<file path="src/rtl/crv_pkg.sv">
// Shared types, constants and the CRC shift step for the CRC-32 region verifier.
// Used by every module of the block; depends on nothing.
package crv_pkg;

    localparam int unsigned CRC_W      = 32;
    localparam int unsigned COL_IDX_W  = 5;
    localparam int unsigned CFG_IDX_W  = 3;
    localparam int unsigned STATUS_W   = 2;
    localparam int unsigned M_FIELDS_W = CRC_W + STATUS_W;
    localparam int unsigned M_TDATA_W  = ((M_FIELDS_W + 7) / 8) * 8;
    localparam int unsigned M_PAD_W    = M_TDATA_W - M_FIELDS_W;

    localparam logic [CRC_W-1:0] POLY_DEFAULT = 32'h04C1_1DB7;
    localparam logic [CRC_W-1:0] INIT_DEFAULT = 32'hFFFF_FFFF;
    localparam logic [CRC_W-1:0] TOP_BIT      = {1'b1, {(CRC_W-1){1'b0}}};

    typedef enum logic [CFG_IDX_W-1:0] {
        CFG_POLY     = 3'd0,
        CFG_INIT     = 3'd1,
        CFG_EXPECTED = 3'd2,
        CFG_FLASH    = 3'd3,
        CFG_OFFSET   = 3'd4,
        CFG_LENGTH   = 3'd5
    } crv_cfg_idx_t;

    typedef enum logic [STATUS_W-1:0] {
        STATUS_OK  = 2'd0,
        STATUS_BAD = 2'd1,
        STATUS_NA  = 2'd2
    } crv_status_t;

    typedef struct packed {
        logic [CRC_W-1:0] crc_poly;
        logic [CRC_W-1:0] crc_init;
        logic [CRC_W-1:0] expected_crc;
        logic [CRC_W-1:0] flash_size;
        logic [CRC_W-1:0] region_offset;
        logic [CRC_W-1:0] region_length;
    } crv_cfg_t;

    typedef struct packed {
        logic             reload;
        logic             poly_write;
        logic [CRC_W-1:0] init_value;
    } crv_cfg_evt_t;

    typedef logic [CRC_W-1:0][CRC_W-1:0] crv_cols_t;

    function automatic logic [CRC_W-1:0] crc_step(input logic [CRC_W-1:0] c,
                                                  input logic [CRC_W-1:0] poly);
        crc_step = {c[CRC_W-2:0], 1'b0} ^ (c[CRC_W-1] ? poly : '0);
    endfunction

endpackage

</file>
<file path="src/rtl/crv_cfg_regs.sv">
// Configuration register file and region bounds check.
// Depends on crv_pkg.
module crv_cfg_regs (
    input  logic                                aclk,
    input  logic                                aresetn,
    input  logic                                cfg_we,
    input  logic [crv_pkg::CFG_IDX_W-1:0]       cfg_index,
    input  logic [crv_pkg::CRC_W-1:0]           cfg_wdata,
    output crv_pkg::crv_cfg_t                   cfg,
    output crv_pkg::crv_cfg_evt_t               evt,
    output logic                                in_range
);

    crv_pkg::crv_cfg_t cfg_reg;
    crv_pkg::crv_cfg_t cfg_next;
    logic              hit;

    always_comb begin
        cfg_next = cfg_reg;
        hit      = 1'b0;
        if (cfg_we) begin
            hit = 1'b1;
            unique case (crv_pkg::crv_cfg_idx_t'(cfg_index))
                crv_pkg::CFG_POLY:     cfg_next.crc_poly      = cfg_wdata;
                crv_pkg::CFG_INIT:     cfg_next.crc_init      = cfg_wdata;
                crv_pkg::CFG_EXPECTED: cfg_next.expected_crc  = cfg_wdata;
                crv_pkg::CFG_FLASH:    cfg_next.flash_size    = cfg_wdata;
                crv_pkg::CFG_OFFSET:   cfg_next.region_offset = cfg_wdata;
                crv_pkg::CFG_LENGTH:   cfg_next.region_length = cfg_wdata;
                default:               hit = 1'b0;
            endcase
        end
    end

    always_ff @(posedge aclk) begin
        if (!aresetn) begin
            cfg_reg.crc_poly      <= crv_pkg::POLY_DEFAULT;
            cfg_reg.crc_init      <= crv_pkg::INIT_DEFAULT;
            cfg_reg.expected_crc  <= '0;
            cfg_reg.flash_size    <= '0;
            cfg_reg.region_offset <= '0;
            cfg_reg.region_length <= '0;
        end else begin
            cfg_reg <= cfg_next;
        end
    end

    assign cfg            = cfg_reg;
    assign evt.reload     = hit;
    assign evt.poly_write = cfg_we && (cfg_index == crv_pkg::CFG_POLY);
    assign evt.init_value = cfg_next.crc_init;

    assign in_range = (cfg_reg.flash_size != '0) &&
                      (cfg_reg.region_offset <= cfg_reg.flash_size) &&
                      (cfg_reg.region_length <= (cfg_reg.flash_size - cfg_reg.region_offset));

endmodule

</file>
<file path="src/rtl/crv_col_gen.sv">
// Builds the 32 columns of the word-wide CRC matrix, one shift step per cycle,
// after reset and after every polynomial write. Depends on crv_pkg.
module crv_col_gen (
    input  logic                        aclk,
    input  logic                        aresetn,
    input  logic [crv_pkg::CRC_W-1:0]   poly,
    input  logic                        restart,
    output crv_pkg::crv_cols_t          cols,
    output logic                        cols_ready
);

    localparam logic [crv_pkg::COL_IDX_W-1:0] LAST_COL = '1;

    logic                              busy_reg;
    logic [crv_pkg::COL_IDX_W-1:0]     cnt_reg;
    logic [crv_pkg::CRC_W-1:0]         v_reg;
    logic [crv_pkg::CRC_W-1:0]         v_next;
    crv_pkg::crv_cols_t                cols_reg;

    assign v_next = crv_pkg::crc_step(v_reg, poly);

    always_ff @(posedge aclk) begin
        if (!aresetn) begin
            busy_reg <= 1'b1;
            cnt_reg  <= '0;
            v_reg    <= crv_pkg::TOP_BIT;
        end else if (restart) begin
            busy_reg <= 1'b1;
            cnt_reg  <= '0;
            v_reg    <= crv_pkg::TOP_BIT;
        end else if (busy_reg) begin
            v_reg <= v_next;
            if (cnt_reg == LAST_COL) begin
                busy_reg <= 1'b0;
            end else begin
                cnt_reg <= cnt_reg + 1'b1;
            end
        end
    end

    always_ff @(posedge aclk) begin
        if (aresetn && !restart && busy_reg) begin
            cols_reg[cnt_reg] <= v_next;
        end
    end

    assign cols       = cols_reg;
    assign cols_ready = !busy_reg;

`ifndef SYNTHESIS
    a_sweep_ends: assert property (@(posedge aclk) disable iff (!aresetn)
        (busy_reg && (cnt_reg == LAST_COL) && !restart) |=> !busy_reg)
        else $error("column sweep did not finish after the last column");
    a_idle_holds: assert property (@(posedge aclk) disable iff (!aresetn)
        (!busy_reg && !restart) |=> (!busy_reg && $stable(cols_reg)))
        else $error("columns changed without a polynomial write");
`endif

endmodule

</file>
<file path="src/rtl/crv_datapath.sv">
// Input register, word-wide CRC update, status check and result register.
// Depends on crv_pkg; columns from crv_col_gen, settings from crv_cfg_regs.
module crv_datapath (
    input  logic                              aclk,
    input  logic                              aresetn,
    input  crv_pkg::crv_cols_t                cols,
    input  logic                              cols_ready,
    input  crv_pkg::crv_cfg_t                 cfg,
    input  crv_pkg::crv_cfg_evt_t             evt,
    input  logic                              in_range,
    input  logic                              s_tvalid,
    output logic                              s_tready,
    input  logic [crv_pkg::CRC_W-1:0]         s_tdata,
    input  logic                              s_tlast,
    output logic                              m_tvalid,
    input  logic                              m_tready,
    output logic [crv_pkg::M_TDATA_W-1:0]     m_tdata
);

    logic                          in_valid_reg;
    logic [crv_pkg::CRC_W-1:0]     in_word_reg;
    logic                          in_last_reg;
    logic [crv_pkg::CRC_W-1:0]     acc_reg;
    logic                          out_valid_reg;
    logic [crv_pkg::CRC_W-1:0]     out_crc_reg;
    crv_pkg::crv_status_t          out_status_reg;

    logic                          out_free;
    logic                          in_fire;
    logic                          s_accept;
    logic [crv_pkg::CRC_W-1:0]     x;
    logic [crv_pkg::CRC_W-1:0]     crc;
    crv_pkg::crv_status_t          status;

    assign out_free = !out_valid_reg || m_tready;
    assign in_fire  = in_valid_reg && (!in_last_reg || out_free);
    assign s_tready = cols_ready && (!in_valid_reg || in_fire);
    assign s_accept = s_tvalid && s_tready;

    assign x = acc_reg ^ in_word_reg;

    always_comb begin
        crc = '0;
        for (int j = 0; j < crv_pkg::CRC_W; j++) begin
            crc = crc ^ (x[j] ? cols[j] : '0);
        end
    end

    always_comb begin
        if (!in_range) begin
            status = crv_pkg::STATUS_NA;
        end else if (crc == cfg.expected_crc) begin
            status = crv_pkg::STATUS_OK;
        end else begin
            status = crv_pkg::STATUS_BAD;
        end
    end

    always_ff @(posedge aclk) begin
        if (!aresetn) begin
            in_valid_reg  <= 1'b0;
            out_valid_reg <= 1'b0;
            acc_reg       <= crv_pkg::INIT_DEFAULT;
        end else begin
            if (s_accept) begin
                in_valid_reg <= 1'b1;
            end else if (in_fire) begin
                in_valid_reg <= 1'b0;
            end
            if (evt.reload) begin
                acc_reg <= evt.init_value;
            end else if (in_fire) begin
                acc_reg <= in_last_reg ? cfg.crc_init : crc;
            end
            if (in_fire && in_last_reg) begin
                out_valid_reg <= 1'b1;
            end else if (m_tready) begin
                out_valid_reg <= 1'b0;
            end
        end
    end

    always_ff @(posedge aclk) begin
        if (s_accept) begin
            in_word_reg <= s_tdata;
            in_last_reg <= s_tlast;
        end
        if (in_fire && in_last_reg) begin
            out_crc_reg    <= crc;
            out_status_reg <= status;
        end
    end

    assign m_tvalid = out_valid_reg;
    assign m_tdata  = {{crv_pkg::M_PAD_W{1'b0}}, out_status_reg, out_crc_reg};

`ifndef SYNTHESIS
    a_last_gives_result: assert property (@(posedge aclk) disable iff (!aresetn)
        (in_fire && in_last_reg) |=> m_tvalid)
        else $error("last item did not produce a result");
    a_no_accept_in_sweep: assert property (@(posedge aclk) disable iff (!aresetn)
        !cols_ready |-> !s_tready)
        else $error("item accepted while the CRC columns are being built");
    a_plain_keeps_result: assert property (@(posedge aclk) disable iff (!aresetn)
        (in_fire && !in_last_reg && m_tvalid && !m_tready) |=> m_tvalid)
        else $error("pending result lost while a plain item passed");
`endif

endmodule

</file>
<file path="src/rtl/crc32_region_verifier_unit.sv">
// CRC-32 region verifier, top level.
// Depends on crv_pkg, crv_cfg_regs, crv_col_gen and crv_datapath.
//
// Input channel s_*: one 32-bit flash word per item, s_tlast marks the last
// word of the region. Result channel m_*: one item per region, the CRC of all
// its words and a status (ok, bad, or region outside flash).
// Configuration: cfg_we writes cfg_wdata to register cfg_index at the clock
// edge; each write to a defined register reloads the accumulator from the start value.
// A last word accepted into the input register moves on to the result register and
// shows at m_tvalid from there. Throughput: one word per cycle while s_tready is high,
// set by the matrix update of the accumulator (an AND-XOR tree over 32 stored columns).
// After reset and after each polynomial write, the 32 columns are rebuilt one
// per cycle; s_tready is low until they are all rebuilt.
// Reset sets the settings and the accumulator to their defaults and empties both stages.
// When the receiver stalls, the result register holds; non-last words keep
// flowing, and the next last word waits in the input register until the
// result slot is free, which then holds s_tready low.
module crc32_region_verifier_unit (
    input  logic                              aclk,
    input  logic                              aresetn,
    input  logic                              cfg_we,
    input  logic [crv_pkg::CFG_IDX_W-1:0]     cfg_index,
    input  logic [crv_pkg::CRC_W-1:0]         cfg_wdata,
    input  logic                              s_tvalid,
    output logic                              s_tready,
    input  logic [crv_pkg::CRC_W-1:0]         s_tdata,   // data_word[31:0]
    input  logic                              s_tlast,
    output logic                              m_tvalid,
    input  logic                              m_tready,
    output logic [crv_pkg::M_TDATA_W-1:0]     m_tdata    // crc_value[31:0], status[33:32]
);

    crv_pkg::crv_cfg_t      cfg;
    crv_pkg::crv_cfg_evt_t  evt;
    crv_pkg::crv_cols_t     cols;
    logic                   in_range;
    logic                   cols_ready;

    crv_cfg_regs u_cfg (
        .aclk      (aclk),
        .aresetn   (aresetn),
        .cfg_we    (cfg_we),
        .cfg_index (cfg_index),
        .cfg_wdata (cfg_wdata),
        .cfg       (cfg),
        .evt       (evt),
        .in_range  (in_range)
    );

    crv_col_gen u_cols (
        .aclk       (aclk),
        .aresetn    (aresetn),
        .poly       (cfg.crc_poly),
        .restart    (evt.poly_write),
        .cols       (cols),
        .cols_ready (cols_ready)
    );

    crv_datapath u_dp (
        .aclk       (aclk),
        .aresetn    (aresetn),
        .cols       (cols),
        .cols_ready (cols_ready),
        .cfg        (cfg),
        .evt        (evt),
        .in_range   (in_range),
        .s_tvalid   (s_tvalid),
        .s_tready   (s_tready),
        .s_tdata    (s_tdata),
        .s_tlast    (s_tlast),
        .m_tvalid   (m_tvalid),
        .m_tready   (m_tready),
        .m_tdata    (m_tdata)
    );

endmodule

</file>
<file path="config.mk">
export PLATFORM = sky130hd
export DESIGN_NAME = crc32_region_verifier_unit
export DESIGN_NICKNAME = d
export VERILOG_FILES = /design/src/rtl/crv_pkg.sv /design/src/rtl/crv_cfg_regs.sv /design/src/rtl/crv_col_gen.sv /design/src/rtl/crv_datapath.sv /design/src/rtl/crc32_region_verifier_unit.sv
export SDC_FILE = /design/constraint.sdc
export NUM_CORES = 2
export LEC_CHECK = 0
export ABC_AREA = 1
export BUFFER_PORTS_ARGS = -buffer_cell sky130_fd_sc_hd__buf_2
export CAP_MARGIN = 20
export CELL_PAD_IN_SITES_DETAIL_PLACEMENT = 1
export CELL_PAD_IN_SITES_GLOBAL_PLACEMENT = 1
export CORE_ASPECT_RATIO = 0.75
export CORE_MARGIN = 5
export CORE_UTILIZATION = 34
export CTS_CLUSTER_SIZE = 14
export DETAILED_ROUTE_END_ITERATION = 10
export PLACE_DENSITY = 0.62
export SLEW_MARGIN = 20
export SYNTH_ARGS = -nofsm -noshare
export SYNTH_HDL_FRONTEND = slang
export SYNTH_SLANG_ARGS = --single-unit
</file>
<file path="constraint.sdc">
create_clock -name aclk -period 3.85 [get_ports aclk]
set_input_delay 0.77 -clock aclk [delete_from_list [all_inputs] [get_ports aclk]]
set_output_delay 0.77 -clock aclk [all_outputs]
set_load 0.02 [all_outputs]
</file>
## Word-level counts from Yosys, hierarchy flattened

Index checks and enable logic that the tools add are counted.

- Logic and storage cells: 181
- Output and inout bits: 42
- Input port bits: 73
- Bits in registers: 1355

- Reduce and logical (&&, ||, !) cells: 31
- Mux-type cells: 54
- $lt $le $gt $ge: 4
- Add/sub/neg operators: 2
- Eq/ne operators: 7
- Bitwise operators: 35

Operators with widths:

| operator | number |
|---|---|
| $mux W32 | 42 |
| $xor A32 B32 Y32 | 33 |
| $bwmux W1024 | 1 |
| $demux W32 S5 | 1 |
| $mux W160 | 1 |
| $le A32 B32 Y1 | 2 |
| $eq A32 B32 Y1 | 1 |
| $reduce_bool A32 Y1 | 1 |
| $sub A32 B32 Y32 | 1 |
| $reduce_and A2 Y1 | 6 |
| $logic_and A1 B1 Y1 | 10 |
| $mux W1 | 9 |
| $eq A3 B2 Y1 const B | 2 |
| $eq A3 B3 Y1 const B | 2 |
| $lt A5 B6 Y1 const B | 1 |
| $reduce_bool A2 Y1 | 3 |
| $reduce_or A6 Y1 | 1 |
| $add A5 B1 Y5 const B | 1 |
| $eq A5 B5 Y1 const B | 1 |
| $ge A5 B1 Y1 const B | 1 |
| $logic_not A1 Y1 | 5 |
| $eq A3 B1 Y1 const B | 1 |
| $logic_not A3 Y1 | 1 |
| $logic_or A1 B1 Y1 | 3 |
| 2 further kinds | 3 |

## Longest topological paths before layout

- Depth in word-level cells: 36
- Mapped depth: 29
- Depth with buffers taken out: 28

## Hierarchy

A second synthesis with hierarchy kept.

- Cell total of the unflattened synthesis: 8279
- Area total of the unflattened synthesis: 70735.3 um^2

Modules (own cells, without submodules):

| module | times used | cells an instance | area each (um^2) | seq. area each (um^2) |
|---|---|---|---|---|
| crv_col_gen | 1 | 1408 | 33234.4 | 31510.2 |
| crv_datapath | 1 | 5457 | 27645.3 | 2692.6 |
| crv_cfg_regs | 1 | 1414 | 9855.7 | 3843.7 |

## Least setup slack after synthesis

Ideal clock, no wire load.

- Path kind: reg-to-reg
- Start point: register u_cfg.cfg_reg, in the netlist u_cfg.cfg[64]
- End point: register u_dp.out_status_reg[0] (data pin)
- Buffers on the path: 0
- Library setup time: 0.259 ns
- Period minus slack after synthesis: 4.165 ns
- Required time: 3.591 ns
- Setup slack: -0.315 ns
- Arrival: 3.906 ns
- Cell stages (with the launch flop): 27
- Cells stage by stage: dfxtp_1 inv_1 ha_1 inv_1 fa_1 nand3_1 nand2_1 a21oi_1 o21ai_2 a21oi_1 o21ai_1 a21oi_1 o21ai_1 a21oi_1 o21ai_0 nand3_1 nand3_1 nand2_1 nand2_1 ha_1 nand4_1 or3_1 nor4_1 nand2_1 a32o_1 o211ai_1 nor2_1

- Cells in the longest elaborated chain, start to end: 3
- Elaborated cells on any way between the ends: 6
- Those cells by class: add/sub (1); order compare (2); reduce/logical (3)

RTL lines:

| item | line | RTL |
|---|---|---|
| start: declaration | crv_cfg_regs.sv:14 | `crv_pkg::crv_cfg_t cfg_reg;` |
| start signal: assignment | crv_cfg_regs.sv:44 | `cfg_reg <= cfg_next;` |
| $sub A32 B32 Y32, or another cell as far along | crv_cfg_regs.sv:55 | `(cfg_reg.region_length <= (cfg_reg.flash_size - cfg_reg.region_offset));` |
| $le A32 B32 Y1 / $logic_and A1 B1 Y1 (equally long branches) | crv_cfg_regs.sv:55, crv_cfg_regs.sv:53 |  |
| $logic_and A1 B1 Y1 (*) | crv_cfg_regs.sv:54 | `(cfg_reg.region_offset <= cfg_reg.flash_size) &&` |
| end signal: assignment | crv_datapath.sv:90 | `out_status_reg <= status;` |
| end: declaration | crv_datapath.sv:26 | `crv_pkg::crv_status_t out_status_reg;` |

Mark *: on every way between the ends. The rest lies on a longest branch, timed or not.
A chain may end at the register's enable or synchronous reset.

## Worst setup path after layout

- Start point: register u_cfg.cfg_reg, in the netlist u_cfg.cfg[34]
- End point: register u_dp.out_status_reg[1] (data pin)

- Cells in the longest elaborated chain, start to end: 3
- Elaborated cells on any way between the ends: 5
- Those cells by class: add/sub (1); order compare (2); reduce/logical (2)

RTL lines:

| item | line |
|---|---|
| $sub A32 B32 Y32 / $le A32 B32 Y1 (equally long branches) | crv_cfg_regs.sv:55, crv_cfg_regs.sv:54 |
| $le A32 B32 Y1 / $logic_and A1 B1 Y1 (equally long branches) | crv_cfg_regs.sv:55, crv_cfg_regs.sv:53 |
| $logic_and A1 B1 Y1 (*) | crv_cfg_regs.sv:54 |

Marked as above.

==> results.ini <==
[status]
status = finished with violations
violations = setup timing

[layout]
area_growth_pct = 19.6
final_nets = 8206
final_cell_mix = nand2_1 (2136), edfxtp_1 (1091), inv_1 (1059), nor2_1 (635), nand3_1 (441)
largest_reg_flops = 1024
drive_gt1_share_pct = 13.4
layout_commonest_cell = nand2_1
design_area_sq_um = 81600
nFillCells = 22900

[logic_synthesis]
netlist_area_sq_um = 68300
yosysWarnings = 0
yosysSeqAreaShare_pct = 55.7
synth_cell_types = 56
synth_edf_count = 1091
syn_area_per_cell_sq_um = 9.10
syn_inst = 7501
ys_ff_latch = 1355
synthArstFlopShare_pct = 0
ys.flop_type = edfxtp_1

[sta]
worst_pin_slew_ns = 1.02
slew_headroom_pct = 32.2
hold_ws_ns = 0.119
max_freq_ghz = 0.243
hold_viol = 0
fin_crit_ns = 4.12
setup_slack_ns = -0.269
rsz0062_at_grt = true
drv_slew = 0
final.setup_skew_ns = 0.0491
timing.final.crit_share_pct = 107
setup_viol = 2

[global_route]
antenna_found_initial = 28
grtUsageTotal_pct = 24.4
grt_pass1_wl_mm = 373
grt_max_degree = 220
grt_overflow = 0
grt_pass1_vias = 55300

[flow_run]
drv_cap = 0

[drt]
wl_per_cell_um = 24.2
wirelength_mm = 263
drt_iter0_drc = 4783
antenna_left = 0
via_count = 54700
via_per_inst = 5.04
drt_first_pass_iters = 5
drcViolationCount = 0

[critical_path]
start_kind = flip-flop
critical_path.max_stage_delay_ns = 0.32
r2r_end = u_dp.out_status_reg[1]
worstSetupPathType = reg2reg
ff2ff_path_depth = 23
r2r_start = u_cfg.cfg[34]
cp_slowest_cell = dfxtp_2
rrSetupSlack_ns = -0.27
cp_data_required_time_ns = 4.41
critPathMaxFanout = 4
critPathLaunch = u_cfg.cfg[34]
end_kind = flip-flop
crit_path_cell_trace = inv_2, ha_4, a21oi_2, nand2_2, a21oi_4, o21ai_2, a21boi_2, o21bai_2, a21oi_2, o21ai_2, a21oi_4, o21ai_2, a21oi_2, xor2_1, ha_1, buf_6, buf_4, a211oi_2, o221ai_1, nor2_1, a32o_1, o211ai_1, buf_4
crit_arrival_ns = 4.68

[placed_design]
pre_cts_ws_ns = -0.623
placed_cell_area_sq_um = 76300
gp_congestion = 0.870
port-buffer-count = 108
hpwl_mm = 188

[clocking]
clkTransAtPathRegs_ns = 0.06
cts.sink_count = 1355
htreeDepth = 4
cts_buffer_depth = 4
cts_tree = yes
cts_root_buf = clkbuf_16
clk_latency_ns = 0.82
numCtsBuffers = 156

[power_and_ir_drop]
leakage_nw = 35.6
power.internal_w = 0.0270
ir_worst_vdd_mv = 0.346
power_w = 0.0379
switching_power_w = 0.0109
p_seq_share_pct = 43.5
clkPwrFrac_pct = 39.4
pwr-share-comb_pct = 17.1
powerDensity_nw_per_um2 = 464
swShare_pct = 28.7

[die]
die_y_um = 398
die_w_um = 527
ios = 115
die-area_sq_um = 210000
core_sq_um = 200000
rows = 142
initial_utilization_pct = 34.2

[worst_hold_path]
hold_depth = 1
hold_end = u_dp.in_word_reg[19]
hp-start = s_tdata[19]
hold_class = in2reg

## layout make-up
type	count	area, sq um	share of cell area, %
diodes	11	27.5	0.0337
well taps	2664	3330	4.08
clock buffers	205	4300	5.27
multi-input cells	4865	26000	31.8
repair buffers	576	5130	6.28
inverters	1109	4190	5.13
flip-flops and latches	1355	38100	46.6
clock inverters	66	624	0.765
## layer usage
metal  up-vias  global-route usage [%]  share of wire, %
met4         2                    6.03               2.6
met5         -                       0            0.0050
met2      1605                    38.4                44
li1      25100                       -                 -
met1     27700                    35.3                46
met3       303                    3.62               7.4
## what timing repair did
item	CTS	global route
hold buffers	0	0
gates resized for setup	26	26
buffers inserted	14	13
pin swaps	5	25
setup endpoints to repair	2	2
## through the flow
stage	util (%)	instances	setup TNS [ns]
final	40.9	10900	-0.515
after global routing	40.9	10800	-0.937
after CTS	40.8	10800	-0.502
after detailed placement	38.2	10500	-1.21
after global placement	38.2	10500	-1.25
after floorplan	-	7506	-0.120
## kinds of logic after synthesis
group / synth area share, %
muxes: 0.235
xor gates and xnor gates: 8.92
buffers and inverters: 7.72
and+or+nand+nor: 21.4
adders and majority gates: 1.29
other: 0.00549
AOI/OAI and AO/OA: 4.68
DFF: 55.7
## how the worst max path moves through the flow
stage	cells past startpoint	slack [ns]	to
global placement	26	-0.64	u_dp.out_status_reg[0]
finish	23	-0.27	u_dp.out_status_reg[1]
detailed placement	24	-0.62	u_dp.out_status_reg[1]
CTS	26	-0.26	u_dp.out_status_reg[0]
global route	24	-0.48	u_dp.out_status_reg[0]
floorplan	26	-0.12	u_dp.out_status_reg[0]
## power groups by stage
stage / sequential, W / combinational, W / clock [W]
global route: 0.0165 / 0.00696 / 0.0158
finish: 0.0165 / 0.00648 / 0.0149
CTS: 0.0165 / 0.00634 / 0.0152
detailed placement: 0.0168 / 0.00624 / 0
global placement: 0.0168 / 0.00607 / 0
floorplan: 0.0168 / 0.00310 / 0
## cell usage after synthesis (26+ instances only)
master / instances / area share (%)
nand2_1: 2143 / 12
edfxtp_1: 1091 / 48
inv_1: 1066 / 5.9
nor2_1: 671 / 3.7
nand3_1: 446 / 3.3
xnor2_1: 361 / 4.6
xor2_1: 304 / 3.9
o21ai_0: 301 / 2.2
dfxtp_1: 264 / 7.7
a21oi_1: 155 / 1.1
clkbuf_1: 84 / 0.46
nand3b_1: 72 / 0.79
ha_1: 69 / 1.3
nand2_2: 58 / 0.53
a211oi_1: 37 / 0.41
buf_6: 36 / 0.59
nor2_2: 34 / 0.31
inv_2: 31 / 0.17
buf_4: 26 / 0.29
o2111ai_1: 26 / 0.33
o21ai_1: 26 / 0.19
## critical path, delay by kind of cell (launching register included)
family	cells	cell delay [ns]
xor+xnor	1	0.19
fa+ha+maj	2	0.52
simple gates	2	0.23
flops	1	0.32
buf+inv	4	0.45
compound gates	14	2.17
No activity file was read; power rests on OpenSTA's default activity.
